**src/hw/rtl/assert_macros.svh**
```systemverilog
// Assertion macros shared by the slot allocator RTL.
// No dependencies; included by the modules that carry assertions.
`ifndef ASSERT_MACROS_SVH
`define ASSERT_MACROS_SVH

// Same-cycle implication, disabled while reset is asserted (active low).
`define RSSA_ASSERT_NOW(label, clk, rst_n, pre, post) \
    label: assert property (@(posedge clk) disable iff (!(rst_n)) (pre) |-> (post)) \
        else $error("slot allocator assertion failed");

// Next-cycle implication, disabled while reset is asserted (active low).
`define RSSA_ASSERT_NEXT(label, clk, rst_n, pre, post) \
    label: assert property (@(posedge clk) disable iff (!(rst_n)) (pre) |=> (post)) \
        else $error("slot allocator assertion failed");

`endif

```
**src/hw/rtl/rssa_pkg.sv**
```systemverilog
// Shared types and constants of the ring scan slot allocator.
// No dependencies; imported by every module of the block.
`timescale 1ns / 1ps
`default_nettype none

package rssa_pkg;

    // Fixed field widths.
    localparam int ADDR_W     = 48;
    localparam int STRIDE_W   = 13;
    localparam int COUNT_W    = 9;
    localparam int SLOT_OUT_W = 8;
    localparam int STATUS_W   = 2;
    localparam int CFG_IDX_W  = 2;

    // The used map is stored as rows of this many slots.
    localparam int ROW_W  = 32;
    localparam int ROW_BW = 5;

    // Result status codes.
    localparam logic [STATUS_W-1:0] ST_OK     = 2'd0;
    localparam logic [STATUS_W-1:0] ST_FULL   = 2'd1;
    localparam logic [STATUS_W-1:0] ST_RANGE  = 2'd2;
    localparam logic [STATUS_W-1:0] ST_DOUBLE = 2'd3;

    // Request codes.
    localparam logic CMD_ALLOC = 1'b0;
    localparam logic CMD_FREE  = 1'b1;

    // Configuration register indexes.
    localparam logic [CFG_IDX_W-1:0] CFG_SLOTS  = 2'd0;
    localparam logic [CFG_IDX_W-1:0] CFG_BASE   = 2'd1;
    localparam logic [CFG_IDX_W-1:0] CFG_STRIDE = 2'd2;

    // Configuration reset values.
    localparam logic [COUNT_W-1:0]  RST_SLOTS  = 9'd256;
    localparam logic [STRIDE_W-1:0] RST_STRIDE = 13'd32;

    // Sequencer states.
    typedef enum logic [3:0] {
        S_CLEAR,
        S_IDLE,
        S_RD,
        S_CHK,
        S_A_MUL,
        S_A_ADD,
        S_F_SUB,
        S_F_CMP,
        S_F_DIV,
        S_F_RD,
        S_F_CHK,
        S_DONE
    } t_state;

    // Status of the divider.
    typedef struct packed {
        logic busy;
        logic done;
    } t_div_stat;

endpackage

`default_nettype wire

```
**src/hw/rtl/rssa_map.sv**
```systemverilog
// Row-organized storage for the used-slot bitmap.
// Depends on rssa_pkg for the row width.
`timescale 1ns / 1ps
`default_nettype none

module rssa_map import rssa_pkg::*; #(
    parameter int ROWS = 8,
    parameter int AW   = 3
) (
    input  wire logic             i_clk,
    input  wire logic             i_we,
    input  wire logic [AW-1:0]    i_waddr,
    input  wire logic [ROW_W-1:0] i_wdata,
    input  wire logic [AW-1:0]    i_raddr,
    output logic      [ROW_W-1:0] o_rdata
);

    logic [ROW_W-1:0] r_mem [ROWS];
    logic [ROW_W-1:0] r_rdata;

    // Single write port.
    always_ff @(posedge i_clk) begin
        if (i_we) begin
            r_mem[i_waddr] <= i_wdata;
        end
    end

    // Registered read port.
    always_ff @(posedge i_clk) begin
        r_rdata <= r_mem[i_raddr];
    end

    assign o_rdata = r_rdata;

endmodule

`default_nettype wire

```
**src/hw/rtl/rssa_div.sv**
```systemverilog
// Restoring divider that yields one quotient bit per cycle.
// Depends on rssa_pkg for the divider status struct.
`timescale 1ns / 1ps
`default_nettype none

module rssa_div import rssa_pkg::*; #(
    parameter int QW = 8,
    parameter int VW = 13
) (
    input  wire logic             i_clk,
    input  wire logic             i_rst_n,
    input  wire logic             i_start,
    input  wire logic [QW+VW-1:0] i_dividend,
    input  wire logic [VW-1:0]    i_divisor,
    output logic      [QW-1:0]    o_quotient,
    output t_div_stat             o_stat
);

    localparam int DW = QW + VW;
    localparam int CW = $clog2(QW + 1);

    logic          r_busy;
    logic          r_done;
    logic [CW-1:0] r_cnt;
    logic [DW-1:0] r_rem;
    logic [DW-1:0] r_div;
    logic [QW-1:0] r_quo;
    logic          ge;

    assign ge = (r_rem >= r_div);

    // Iteration control: the caller guarantees the quotient fits in QW bits.
    always_ff @(posedge i_clk) begin
        if (!i_rst_n) begin
            r_busy <= 1'b0;
            r_done <= 1'b0;
            r_cnt  <= '0;
        end else begin
            r_done <= r_busy && (r_cnt == CW'(1));
            if (i_start) begin
                r_busy <= 1'b1;
                r_cnt  <= CW'(QW);
            end else if (r_busy) begin
                r_cnt <= r_cnt - CW'(1);
                if (r_cnt == CW'(1)) begin
                    r_busy <= 1'b0;
                end
            end
        end
    end

    // One trial subtraction per cycle, divisor walks down one bit at a time.
    always_ff @(posedge i_clk) begin
        if (i_start) begin
            r_rem <= i_dividend;
            r_div <= DW'(i_divisor) << (QW - 1);
            r_quo <= '0;
        end else if (r_busy) begin
            if (ge) begin
                r_rem <= r_rem - r_div;
            end
            r_quo <= {r_quo[QW-2:0], ge};
            r_div <= r_div >> 1;
        end
    end

    assign o_quotient  = r_quo;
    assign o_stat.busy = r_busy;
    assign o_stat.done = r_done;

endmodule

`default_nettype wire

```
**src/hw/rtl/ring_scan_slot_allocator.sv**
```systemverilog
// Next-fit slot allocator over a bitmap of used slots.
//
// Input channel (i_in_valid / o_in_stall) carries one request beat: i_cmd selects
// allocate or free, i_free_address names the slot to free. Output channel
// (o_out_valid / i_out_stall) carries one result beat per request: status, slot
// address and slot number. Configuration registers are written through
// i_cfg_we / i_cfg_index / i_cfg_data; the user must write them only while no
// request is in flight, which the block itself does not enforce. One request is
// worked on at a time; o_in_stall is high from acceptance until the result enters
// the output register. The output register holds a finished result while the
// receiver stalls, and the next request is taken meanwhile. An allocate scans one
// 32-slot row at a time, reading it and then checking it; with no slots managed
// it goes straight to the result. A free runs the restoring divider, one quotient
// bit per cycle; a zero stride skips the divider, as does an address rejected
// before dividing.
// After reset the map is cleared one row per cycle, with requests stalled;
// configuration writes are taken throughout. Reset returns head to slot zero
// and the registers to 256 slots, base zero and stride 32.
`timescale 1ns / 1ps
`default_nettype none
`include "assert_macros.svh"

module ring_scan_slot_allocator import rssa_pkg::*; #(
    parameter int MAX_SLOTS = 256
) (
    input  wire logic                  i_clk,
    input  wire logic                  i_rst_n,
    // Request channel.
    input  wire logic                  i_in_valid,
    output logic                       o_in_stall,
    input  wire logic                  i_cmd,
    input  wire logic [ADDR_W-1:0]     i_free_address,
    // Result channel.
    output logic                       o_out_valid,
    input  wire logic                  i_out_stall,
    output logic      [STATUS_W-1:0]   o_status,
    output logic      [ADDR_W-1:0]     o_slot_address,
    output logic      [SLOT_OUT_W-1:0] o_slot_number,
    // Configuration write port.
    input  wire logic                  i_cfg_we,
    input  wire logic [CFG_IDX_W-1:0]  i_cfg_index,
    input  wire logic [ADDR_W-1:0]     i_cfg_data
);

    localparam int ROWS = (MAX_SLOTS + ROW_W - 1) / ROW_W;
    localparam int RIW  = (ROWS > 1) ? $clog2(ROWS) : 1;
    localparam int XW   = RIW + ROW_BW;
    localparam int NW   = XW + 1;
    localparam int CMPW = (NW > COUNT_W) ? NW : COUNT_W;
    localparam int PW   = NW + STRIDE_W;
    localparam int DW   = XW + STRIDE_W;
    localparam int EW   = XW + SLOT_OUT_W;

    t_state r_state;
    t_state n_state;

    // Configuration.
    logic [COUNT_W-1:0]  r_slots_in_use;
    logic [ADDR_W-1:0]   r_base_address;
    logic [STRIDE_W-1:0] r_slot_stride;

    // Control state.
    logic [RIW-1:0] r_row;
    logic           r_pass;
    logic [XW-1:0]  r_head;
    logic           r_out_valid;

    // Working payload.
    logic [ADDR_W-1:0]   r_addr;
    logic [XW-1:0]       r_start;
    logic [NW-1:0]       r_lo;
    logic [NW-1:0]       r_hi;
    logic [XW-1:0]       r_slot;
    logic [PW-1:0]       r_prod;
    logic [ADDR_W-1:0]   r_offset;
    logic                r_below;
    logic [STATUS_W-1:0] r_res_status;
    logic [ADDR_W-1:0]   r_res_addr;
    logic [XW-1:0]       r_res_slot;
    logic [STATUS_W-1:0] r_out_status;
    logic [ADDR_W-1:0]   r_out_addr;
    logic [SLOT_OUT_W-1:0] r_out_slot;

    // Combinational helpers.
    logic              in_acc;
    logic              out_load;
    logic [NW-1:0]     n_cnt;
    logic [XW-1:0]     start_slot;
    logic [NW-1:0]     hm1;
    logic [RIW-1:0]    last_row;
    logic [ROW_W-1:0]  free_bits;
    logic              found;
    logic [ROW_BW-1:0] ffs;
    logic [XW-1:0]     found_slot;
    logic [NW-1:0]     s_plus1;
    logic [XW-1:0]     next_head;
    logic [NW-1:0]     mul_a;
    logic [PW-1:0]     mul_prod;
    logic [ADDR_W:0]   sub_res;
    logic [EW-1:0]     slot_ext;
    logic              slot_bit;

    // Map and divider connections.
    logic             map_we;
    logic [ROW_W-1:0] map_wdata;
    logic [ROW_W-1:0] map_rdata;
    logic             div_start;
    logic [XW-1:0]    div_quo;
    t_div_stat        div_stat;

    assign in_acc   = i_in_valid && (r_state == S_IDLE);
    assign out_load = (r_state == S_DONE) && (!r_out_valid || !i_out_stall);

    // Number of slots actually managed.
    assign n_cnt = (CMPW'(r_slots_in_use) > CMPW'(MAX_SLOTS)) ? NW'(MAX_SLOTS)
                                                              : NW'(r_slots_in_use);
    assign start_slot = (NW'(r_head) < n_cnt) ? r_head : '0;

    // Last row of the current scan pass.
    assign hm1      = r_hi - NW'(1);
    assign last_row = hm1[XW-1:ROW_BW];

    // Free slots of the row just read, limited to the pass window [lo, hi).
    always_comb begin
        logic [NW-1:0] slot_b;
        free_bits = '0;
        ffs       = '0;
        for (int b = 0; b < ROW_W; b++) begin
            slot_b       = NW'({r_row, ROW_BW'(b)});
            free_bits[b] = !map_rdata[b] && (slot_b >= r_lo) && (slot_b < r_hi);
        end
        for (int b = ROW_W - 1; b >= 0; b--) begin
            if (free_bits[b]) begin
                ffs = ROW_BW'(b);
            end
        end
    end

    assign found      = |free_bits;
    assign found_slot = {r_row, ffs};
    assign s_plus1    = NW'(found_slot) + NW'(1);
    assign next_head  = (s_plus1 >= n_cnt) ? '0 : s_plus1[XW-1:0];
    assign slot_bit   = map_rdata[r_slot[ROW_BW-1:0]];

    // Shared multiplier: slot times stride, or slot count times stride.
    assign mul_a    = (r_state == S_F_SUB) ? n_cnt : NW'(r_slot);
    assign mul_prod = PW'(mul_a) * PW'(r_slot_stride);

    assign sub_res = {1'b0, r_addr} - {1'b0, r_base_address};

    // Sequencer next state and map/divider controls.
    always_comb begin
        n_state   = r_state;
        map_we    = 1'b0;
        map_wdata = map_rdata;
        div_start = 1'b0;
        unique case (r_state)
            S_CLEAR: begin
                map_we    = 1'b1;
                map_wdata = '0;
                if (r_row == RIW'(ROWS - 1)) begin
                    n_state = S_IDLE;
                end
            end
            S_IDLE: begin
                if (in_acc) begin
                    if (i_cmd == CMD_FREE) begin
                        n_state = S_F_SUB;
                    end else if (n_cnt == '0) begin
                        n_state = S_DONE;
                    end else begin
                        n_state = S_RD;
                    end
                end
            end
            S_RD: begin
                n_state = S_CHK;
            end
            S_CHK: begin
                if (found) begin
                    map_we    = 1'b1;
                    map_wdata = map_rdata | (ROW_W'(1) << ffs);
                    n_state   = S_A_MUL;
                end else if (r_row != last_row) begin
                    n_state = S_RD;
                end else if (!r_pass && (r_start != '0)) begin
                    n_state = S_RD;
                end else begin
                    n_state = S_DONE;
                end
            end
            S_A_MUL: begin
                n_state = S_A_ADD;
            end
            S_A_ADD: begin
                n_state = S_DONE;
            end
            S_F_SUB: begin
                n_state = S_F_CMP;
            end
            S_F_CMP: begin
                if (r_below) begin
                    n_state = S_DONE;
                end else if (r_slot_stride == '0) begin
                    n_state = ((r_offset == '0) && (n_cnt != '0)) ? S_F_RD : S_DONE;
                end else if (r_offset >= ADDR_W'(r_prod)) begin
                    n_state = S_DONE;
                end else begin
                    div_start = 1'b1;
                    n_state   = S_F_DIV;
                end
            end
            S_F_DIV: begin
                if (div_stat.done) begin
                    n_state = S_F_RD;
                end
            end
            S_F_RD: begin
                n_state = S_F_CHK;
            end
            S_F_CHK: begin
                if (slot_bit) begin
                    map_we    = 1'b1;
                    map_wdata = map_rdata & ~(ROW_W'(1) << r_slot[ROW_BW-1:0]);
                end
                n_state = S_DONE;
            end
            S_DONE: begin
                if (out_load) begin
                    n_state = S_IDLE;
                end
            end
            default: begin
                n_state = S_IDLE;
            end
        endcase
    end

    // State register, configuration and control state.
    always_ff @(posedge i_clk) begin
        if (!i_rst_n) begin
            r_state        <= S_CLEAR;
            r_row          <= '0;
            r_pass         <= 1'b0;
            r_head         <= '0;
            r_out_valid    <= 1'b0;
            r_slots_in_use <= RST_SLOTS;
            r_base_address <= '0;
            r_slot_stride  <= RST_STRIDE;
        end else begin
            r_state <= n_state;

            if (i_cfg_we) begin
                case (i_cfg_index)
                    CFG_SLOTS:  r_slots_in_use <= i_cfg_data[COUNT_W-1:0];
                    CFG_BASE:   r_base_address <= i_cfg_data;
                    CFG_STRIDE: r_slot_stride  <= i_cfg_data[STRIDE_W-1:0];
                    default: ;
                endcase
            end

            case (r_state)
                S_CLEAR: begin
                    r_row <= (r_row == RIW'(ROWS - 1)) ? '0 : r_row + RIW'(1);
                end
                S_IDLE: begin
                    r_pass <= 1'b0;
                    r_row  <= start_slot[XW-1:ROW_BW];
                end
                S_CHK: begin
                    if (found) begin
                        r_head <= next_head;
                    end else if (r_row != last_row) begin
                        r_row <= r_row + RIW'(1);
                    end else begin
                        r_pass <= 1'b1;
                        r_row  <= '0;
                    end
                end
                S_F_CMP: begin
                    r_row <= '0;
                end
                S_F_DIV: begin
                    if (div_stat.done) begin
                        r_row <= div_quo[XW-1:ROW_BW];
                    end
                end
                default: ;
            endcase

            if (out_load) begin
                r_out_valid <= 1'b1;
            end else if (!i_out_stall) begin
                r_out_valid <= 1'b0;
            end
        end
    end

    // Working payload and the result on its way out.
    always_ff @(posedge i_clk) begin
        case (r_state)
            S_IDLE: begin
                r_addr       <= i_free_address;
                r_start      <= start_slot;
                r_lo         <= NW'(start_slot);
                r_hi         <= n_cnt;
                r_res_status <= ST_FULL;
                r_res_addr   <= '0;
                r_res_slot   <= '0;
            end
            S_CHK: begin
                if (found) begin
                    r_slot <= found_slot;
                end else if (r_row == last_row) begin
                    r_lo <= '0;
                    r_hi <= NW'(r_start);
                end
            end
            S_A_MUL: begin
                r_prod <= mul_prod;
            end
            S_A_ADD: begin
                r_res_status <= ST_OK;
                r_res_addr   <= r_base_address + ADDR_W'(r_prod);
                r_res_slot   <= r_slot;
            end
            S_F_SUB: begin
                r_offset     <= sub_res[ADDR_W-1:0];
                r_below      <= sub_res[ADDR_W];
                r_prod       <= mul_prod;
                r_res_status <= ST_RANGE;
            end
            S_F_CMP: begin
                r_slot <= '0;
            end
            S_F_DIV: begin
                if (div_stat.done) begin
                    r_slot <= div_quo;
                end
            end
            S_F_CHK: begin
                r_res_slot   <= r_slot;
                r_res_status <= slot_bit ? ST_OK : ST_DOUBLE;
            end
            default: ;
        endcase

        if (out_load) begin
            r_out_status <= r_res_status;
            r_out_addr   <= r_res_addr;
            r_out_slot   <= slot_ext[SLOT_OUT_W-1:0];
        end
    end

    assign slot_ext = EW'(r_res_slot);

    rssa_map #(
        .ROWS (ROWS),
        .AW   (RIW)
    ) u_map (
        .i_clk   (i_clk),
        .i_we    (map_we),
        .i_waddr (r_row),
        .i_wdata (map_wdata),
        .i_raddr (r_row),
        .o_rdata (map_rdata)
    );

    rssa_div #(
        .QW (XW),
        .VW (STRIDE_W)
    ) u_div (
        .i_clk      (i_clk),
        .i_rst_n    (i_rst_n),
        .i_start    (div_start),
        .i_dividend (r_offset[DW-1:0]),
        .i_divisor  (r_slot_stride),
        .o_quotient (div_quo),
        .o_stat     (div_stat)
    );

    assign o_in_stall     = (r_state != S_IDLE);
    assign o_out_valid    = r_out_valid;
    assign o_status       = r_out_status;
    assign o_slot_address = r_out_addr;
    assign o_slot_number  = r_out_slot;

    // An accepted request keeps the input side stalled on the next cycle.
    `RSSA_ASSERT_NEXT(a_busy_after_beat, i_clk, i_rst_n, i_in_valid && !o_in_stall,
                      o_in_stall)
    // Every map update outside the clearing pass flips exactly one slot.
    `RSSA_ASSERT_NOW(a_one_bit_update, i_clk, i_rst_n, map_we && (r_state != S_CLEAR),
                     $onehot(map_wdata ^ map_rdata))
    // While waiting on the divider it must be working or finishing.
    `RSSA_ASSERT_NOW(a_div_active, i_clk, i_rst_n, r_state == S_F_DIV,
                     div_stat.busy || div_stat.done)
    // The head always points inside the managed slots after an allocation.
    `RSSA_ASSERT_NOW(a_head_in_range, i_clk, i_rst_n, r_state == S_A_MUL,
                     NW'(r_head) < n_cnt)
    // Only a successful allocation carries a nonzero address.
    `RSSA_ASSERT_NOW(a_addr_only_ok, i_clk, i_rst_n, o_out_valid && (o_status != ST_OK),
                     o_slot_address == '0)

endmodule

`default_nettype wire

```
**config.mk**
```make
export PLATFORM = sky130hd
export DESIGN_NAME = ring_scan_slot_allocator
export DESIGN_NICKNAME = d
export VERILOG_FILES = /design/src/hw/rtl/rssa_pkg.sv /design/src/hw/rtl/rssa_map.sv /design/src/hw/rtl/rssa_div.sv /design/src/hw/rtl/ring_scan_slot_allocator.sv
export VERILOG_INCLUDE_DIRS = /design/src /design/src/hw/rtl
export SDC_FILE = /design/constraint.sdc
export NUM_CORES = 2
export LEC_CHECK = 0
export BUFFER_PORTS_ARGS = -buffer_cell sky130_fd_sc_hd__buf_2
export CORE_MARGIN = 8
export CORE_UTILIZATION = 35
export CTS_CLUSTER_DIAMETER = 40
export DETAILED_ROUTE_END_ITERATION = 7
export PLACE_DENSITY = 0.61
export SYNTH_ARGS = -nofsm -noshare
export SYNTH_HDL_FRONTEND = slang
export SYNTH_SLANG_ARGS = --single-unit
```
**constraint.sdc**
```tcl
create_clock -name i_clk -period 8 [get_ports i_clk]
set_input_delay 0.8 -clock i_clk [delete_from_list [all_inputs] [get_ports i_clk]]
set_output_delay 0.8 -clock i_clk [all_outputs]
set_load 0.02 [all_outputs]
```
## Word level (Yosys, flattened, before mapping)

Memories as Yosys holds them, arrays and structs flattened. A register that Yosys moved wholly into a read port is not among the register bits.
Index checks and enable logic that the tools add are counted.

- Register bits: 411
- RAM bits: 256
- Input port bits: 104
- Word-level logic and storage cells: 373
- Memories: 1

- Add/sub/neg operators: 7
- $mul: 1
- Magnitude comparators: 70
- Eq/ne operators: 27
- Shifts and indexed selects: 2
- Muxes and demuxes: 97
- Bitwise logic cells: 4
- Reduce and logical (&&, ||, !) cells: 134

Memories:

| memory | depth | bits a word | rd ports | clocked after Yosys merged registers in | wr ports | RTL line | source |
|---|---|---|---|---|---|---|---|
| u_map.r_mem | 8 | 32 | 1 | 1 | 1 | rssa_map.sv:18 | `logic [ROW_W-1:0] r_mem [ROWS];` |

Operators with widths:

| cell | count |
|---|---|
| 8-bit by 9-bit less-than comparator with 1-bit output | 33 |
| 8-bit by 9-bit >= comparator with 1-bit output | 32 |
| 5-bit 2-to-1 mux | 32 |
| 32-bit case mux with 3 select lines | 1 |
| 48-bit case mux with 2 select lines | 1 |
| 1-bit logical AND | 69 |
| 32-bit 2-to-1 mux | 2 |
| 1-bit by 5-bit left shift with 32-bit output, first input constant | 2 |
| 21-bit 2-to-1 mux | 3 |
| 9-bit 2-to-1 mux | 6 |
| 48-bit by 48-bit subtractor with 49-bit output | 1 |
| 48-bit by 22-bit adder with 48-bit output | 1 |
| 48-bit by 22-bit >= comparator with 1-bit output | 1 |
| 48-bit logical NOT | 1 |
| 4-bit 2-to-1 mux | 11 |
| 4-bit case mux with 11 select lines | 1 |
| 20-bit 2-to-1 mux | 2 |
| 9-bit case mux with 2 select lines | 2 |
| 1-bit logical NOT | 35 |
| 32-bit AND | 1 |
| 8-bit 2-to-1 mux | 4 |
| 32-bit NOT | 1 |
| 32-bit bitwise OR | 1 |
| 32-bit OR reduction | 1 |
| 48 further kinds | 98 |

## Longest topological paths before layout

- Depth after elaboration: 39
- Gate-level depth with buffers: 27
- Gate-level depth less buffers: 25

## Modules after synthesis

A second synthesis with hierarchy kept.

- Cell total of the unflattened synthesis: 3350
- Area, all modules: 38363.0 um^2

Modules (own cells, without submodules):

| module | times used | cells an instance | area each (um^2) | seq. area each (um^2) |
|---|---|---|---|---|
| ring_scan_slot_allocator | 1 | 2558 | 24420.9 | 9789.4 |
| rssa_map | 1 | 415 | 10466.3 | 8328.0 |
| rssa_div | 1 | 377 | 3475.8 | 1441.4 |

## Least setup slack after synthesis

OpenSTA, ideal clock, no wires.

- Kind: register to register
- Start: register r_state[3]
- End: register r_prod[20], data pin
- Data arrival time: 7.348 ns
- Data required time: 7.742 ns
- Setup slack: 0.394 ns
- Stages on the path, launching flop included: 25
- Path through: dfxtp_1 -> nor3b_1 -> nand2_1 -> clkbuf_1 -> o21ai_0 -> clkbuf_1 -> nand2_1 -> fa_1 -> inv_1 -> fa_1 -> ha_1 -> inv_1 -> fa_1 -> inv_1 -> ha_1 -> nor2b_1 -> o21ai_0 -> a21boi_0 -> o21ai_0 -> a21oi_1 -> a41o_1 -> o41ai_1 -> o211ai_1 -> a21oi_1 -> xnor2_1

- Word-level cells in the longest chain between the ends: 3

RTL lines:

| element | RTL line | source |
|---|---|---|
| start, declared | ring_scan_slot_allocator.sv:54 | `t_state r_state;` |
| start signal, assigned | ring_scan_slot_allocator.sv:251 | `r_state <= n_state;` |
| 4-bit by 3-bit equality test with 1-bit output | ring_scan_slot_allocator.sv:146 | `assign mul_a = (r_state == S_F_SUB) ? n_cnt : NW'(r_slot);` |
| 9-bit 2-to-1 mux | ring_scan_slot_allocator.sv:146 |  |
| 9-bit by 13-bit multiplier with 22-bit output | ring_scan_slot_allocator.sv:147 | `assign mul_prod = PW'(mul_a) * PW'(r_slot_stride);` |
| named net mul_prod[20] | ring_scan_slot_allocator.sv:98 | `logic [PW-1:0] mul_prod;` |
| end signal, assigned | ring_scan_slot_allocator.sv:320 | `r_prod <= mul_prod;` |
| end signal, assigned | ring_scan_slot_allocator.sv:330 | `r_prod <= mul_prod;` |
| end, declared | ring_scan_slot_allocator.sv:74 | `logic [PW-1:0] r_prod;` |

The timed path passes the listed nets, and every way through them passes these cells.
A chain may end at the register's enable or synchronous reset.

## Final worst setup path

- Start: register r_row[0]
- End: register r_head[4]

- Word-level cells in the longest chain between the ends: 38
- Elaborated cells on any way between the ends: 165
- Those cells by class: 1 x add/sub; 65 x order compare; 33 x mux; 66 x reduce/logical

RTL lines:

| element | RTL line | source |
|---|---|---|
| start, declared | ring_scan_slot_allocator.sv:63 | `logic [RIW-1:0] r_row;` |
| start signal, assigned | ring_scan_slot_allocator.sv:264 | `r_row <= (r_row == RIW'(ROWS - 1)) ? '0 : r_row + RIW'(1);` |
| start signal, assigned | ring_scan_slot_allocator.sv:268 | `r_row <= start_slot[XW-1:ROW_BW];` |
| start signal, assigned | ring_scan_slot_allocator.sv:274 | `r_row <= r_row + RIW'(1);` |
| 8-bit by 9-bit >= comparator with 1-bit output | ring_scan_slot_allocator.sv:130 | `free_bits[b] = !map_rdata[b] && (slot_b >= r_lo) && (slot_b < r_hi);` |
| 1-bit logical AND (2 in series) | ring_scan_slot_allocator.sv:130 |  |
| 5-bit 2-to-1 mux (32 in series) | ring_scan_slot_allocator.sv:133 | `if (free_bits[b]) begin` |
| 8-bit by 1-bit adder with 9-bit output | ring_scan_slot_allocator.sv:141 | `assign s_plus1 = NW'(found_slot) + NW'(1);` |
| 9-bit >= comparator | ring_scan_slot_allocator.sv:142 | `assign next_head = (s_plus1 >= n_cnt) ? '0 : s_plus1[XW-1:0];` |
| 8-bit 2-to-1 mux | ring_scan_slot_allocator.sv:142 |  |
| end signal, assigned | ring_scan_slot_allocator.sv:272 | `r_head <= next_head;` |
| end, declared | ring_scan_slot_allocator.sv:65 | `logic [XW-1:0] r_head;` |

Parallel ways exist; a longest one is shown, timed or not.

==> metrics.md <==
| Metric | Value |
|---|---|
| # nets final | 3874 |
| Antenna Nets Post-Route | 0 |
| Slew HR | 20.7% |
| Initial DRC count | 2258 |
| Synth-to-layout area growth | 15.3% |
| Synth cell types | 95 |
| TritonRoute pass-1 iters | 5 |
| Max-Cap Viols | 0 |
| Chip height | 340 um |
| Syn avg cell area | 11.0 um2 |
| Ys flop type | edfxtp_1 |
| N_diodes | 0 |
| Yosys top cell area share | 45.7% |
| Max Clock Freq | 0.141 GHz |
| Post-Synth Adder-Cell Area | 10.8% |
| Top Metal Used | met4 |
| Final Max Tran Viols | 0 |
| Synth Area in XOR/XNOR | 2.82% |
| Total power | 0.00908 W |
| Commonest non-fill, non-tap cell in the layout | edfxtp_1 |
| Num CTS Buffers | 93 |
| Clock Tree Root | clkbuf_16 |
| Setup TNS | 0 ps |
| Sw Ratio | 25.2% |
| Row count | 118 |
| Setup bufs post-CTS | 0 |
| DPL Wire Length | 73500 um |
| Pwr dens | 215 mW/mm2 |
| Met3 WL | 6990 um |
| Compound-cell area share of the yosys netlist | 14.4% |
| Synth top area cells | edfxtp_1, dfxtp_1, ha_1, fa_1, nand2_1 |
| First-pass GRT wire length | 161000 um |
| Switching Power | 0.00229 W |
| WL final | 105000 um |
| Pleak | 15.6 nW |
| Combinational Power Share | 8.6% |
| Core Region | 0.104 mm2 |
| Remaining DRCs | 0 |
| Grt total ovfl | 0 |
| Worst Skew | 42.6 ps |
| # IOs | 164 |
| Clock sinks | 698 |
| CTS tree | done |
| Worst IR Drop VDD | 0.160 mV |
| RSZ-0062 raised after global routing | false |
| Critical path required time | 8610 ps |
| Hold-fix buffers, CTS | 0 |
| Asr flop ratio synth | 0% |
| Gr usage total | 17.7% |
| Number of gates resized after cts | 0 |
| Die ar. | 0.115 mm2 |
| Post-Syn Instances | 3341 |
| Clk_lat worst skew | 680 ps |
| Drt wl/cell | 21.2 um |
| Largest net degree at the start of global routing | 81 |
| Post-Syn Area | 0.0367 mm2 |
| Metal2 WL | 48600 um |
| Total internal power | 0.00680 W |
| Via Count | 26741 |
| Initial Utilization | 35.4% |
| CTS clk-pin slew, worst paths | 60 ps |
| Power share of the clock group | 45.6% |
| Crit Path Category | reg -> reg |
| Simple-gate area share of the yosys netlist | 13.0% |
| Endpoints failing setup | 0 |
| Routability cong. | 0.940 |
| Worst slew pin tran | 1180 ps |
| CP Launch Type | flop |
| Status | complete, no violations |
| CTS Buffer Depth | 3 |
| IO Port Bufs | 163 |
| Mux contribution to synthesized area | 1.51% |
| Synth Warn # | 0 |
| CP arrival | 7710 ps |
| #FFs+latches synth | 698 |
| Period utilization | 88.8% |
| Crit path time final | 7100 ps |
| Most frequent cells in the layout | edfxtp_1, nand2_1, a21oi_1 |
| Post-synth EDFFs | 558 |
| Layout cell share with drive strength beyond 1 | 12.6% |
| Largest family of logic cells by synthesized area | compound AO/OA/AOI/OAI gates |
| Met1 wire length | 46500 um |
| Vias/cell | 5.39 |
| Setup crit end kind | flop |
| Seq/Total Area, Yosys | 53.3% |
| Initial antenna violation count | 0 |
| Number of global-route vias before repair | 26496 |
| Worst min-delay path class | in -> reg |
| Mapped Nets | 3714 |
| Worst-path fanout max | 18 |
| Synth area leader | edfxtp_1 |
| H-tree depth | 3 |
| Die W | 340 um |
| Final Hold Vio Count | 0 |
| Register share of total power | 45.8% |
[Yosys cell counts (all sizes together) (45+ instances only)]
cell and instances:
clkbuf 116, inv 241, dfxtp 140, a22oi 129, nand2 385, nand3 55
and2 63, ha 188, nor3 66, nand4 53, nor2 187, edfxtp 558
o21ai 177, a21o 45, xnor2 91, fa 81, a21oi 244
[registers in the layout, summed over array words and instances (netlist names), 3 cells and up]
register / flops
r_state: 4
r_base_address: 48
u_div.r_rem: 21
r_head: 8
r_slot_stride: 13
u_div.o_quotient: 8
r_addr: 48
r_res_slot: 8
r_lo: 8
u_map.r_mem: 256
r_hi: 9
r_offset: 48
r_slot: 8
o_slot_address: 48
r_prod: 22
r_row: 3
o_slot_number: 8
r_slots_in_use: 9
u_div.r_cnt: 4
r_res_addr: 48
u_map.o_rdata: 32
u_div.r_div: 20
r_start: 8
[metrics by stage]
stage | hold slack, ps | worst slack, ps | cell area (um2) | utilization [%] | std cells
after CTS | 251 | 875 | 42300 | 40.8 | 4960
after floorplan | 400 | 394 | 36700 | - | 3341
after global placement | 402 | 1130 | 39100 | 37.7 | 4786
final | 297 | 896 | 42300 | 40.8 | 4960
after detailed placement | 405 | 970 | 39100 | 37.7 | 4786
after global routing | 262 | 248 | 42300 | 40.8 | 4960
[area by class of cell]
| cell class | count | area (um2) |
|---|---|---|
| clock buffers | 117 | 2520 |
| clock inverters | 57 | 651 |
| fillers | 9914 | 61500 |
| inverters | 243 | 912 |
| multi-input cells | 2250 | 15700 |
| flip-flops and latches | 698 | 19600 |
| well taps | 1380 | 1730 |
| repair buffers | 215 | 1210 |
[final timing paths]
check / start / end / slack (ps) / cells after the start
max: r_row[0]$_SDFFE_PN0P_ / r_head[4]$_SDFFE_PN0P_ / 900 / 21
min: i_free_address[46] / r_addr[46]$_DFFE_PP_ / 300 / 1
max reg2reg: r_row[0]$_SDFFE_PN0P_ / r_head[4]$_SDFFE_PN0P_ / 900 / 21
min reg2reg: r_res_slot[7]$_SDFFCE_PN0P_ / o_slot_number[7]$_DFFE_PP_ / 410 / 0
[cell families (layout without fill, tap and decap cells)]
logic type / after synthesis / after routing
and+or+nand+nor: 1001 / 1001
adders and majority gates: 269 / 269
AOI/OAI and AO/OA: 820 / 820
xor gates and xnor gates: 118 / 118
muxes: 42 / 42
buffers and inverters: 393 / 632
DFF: 698 / 698
[power groups by stage]
stage	clock network [W]	registers (W)	logic (W)
5_1_grt	0.00437	0.00416	0.000859
4_1_cts	0.00422	0.00416	0.000773
3_5_place_dp	0	0.00423	0.000768
6_report	0.00414	0.00416	0.000781
3_3_place_gp	0	0.00423	0.000760
2_1_floorplan	0	0.00415	0.000532
[per-layer routing]
layer	vias up	GRT usage (%)
li1	12550	-
met1	13081	23.9
met2	909	28.4
met3	201	3.51
met4	0	5.95
met5	-	0
[critical path, stage by stage, from the launching register on]
cell	delay, ps
dfxtp_1	880
clkinv_1	560
ha_1	490
and3_1	470
o21ai_0	180
a2111oi_1	740
a21oi_1	80
a2111oi_0	500
o31ai_1	200
nand2_1	150
nor2_1	50
nor2_1	280
ha_1	320
ha_1	290
ha_1	300
a21oi_1	160
nor2b_1	60
o21ai_0	140
a21oi_1	80
o41ai_1	600
and3_1	360
a22o_1	160
(Power assumes the default switching activity.)
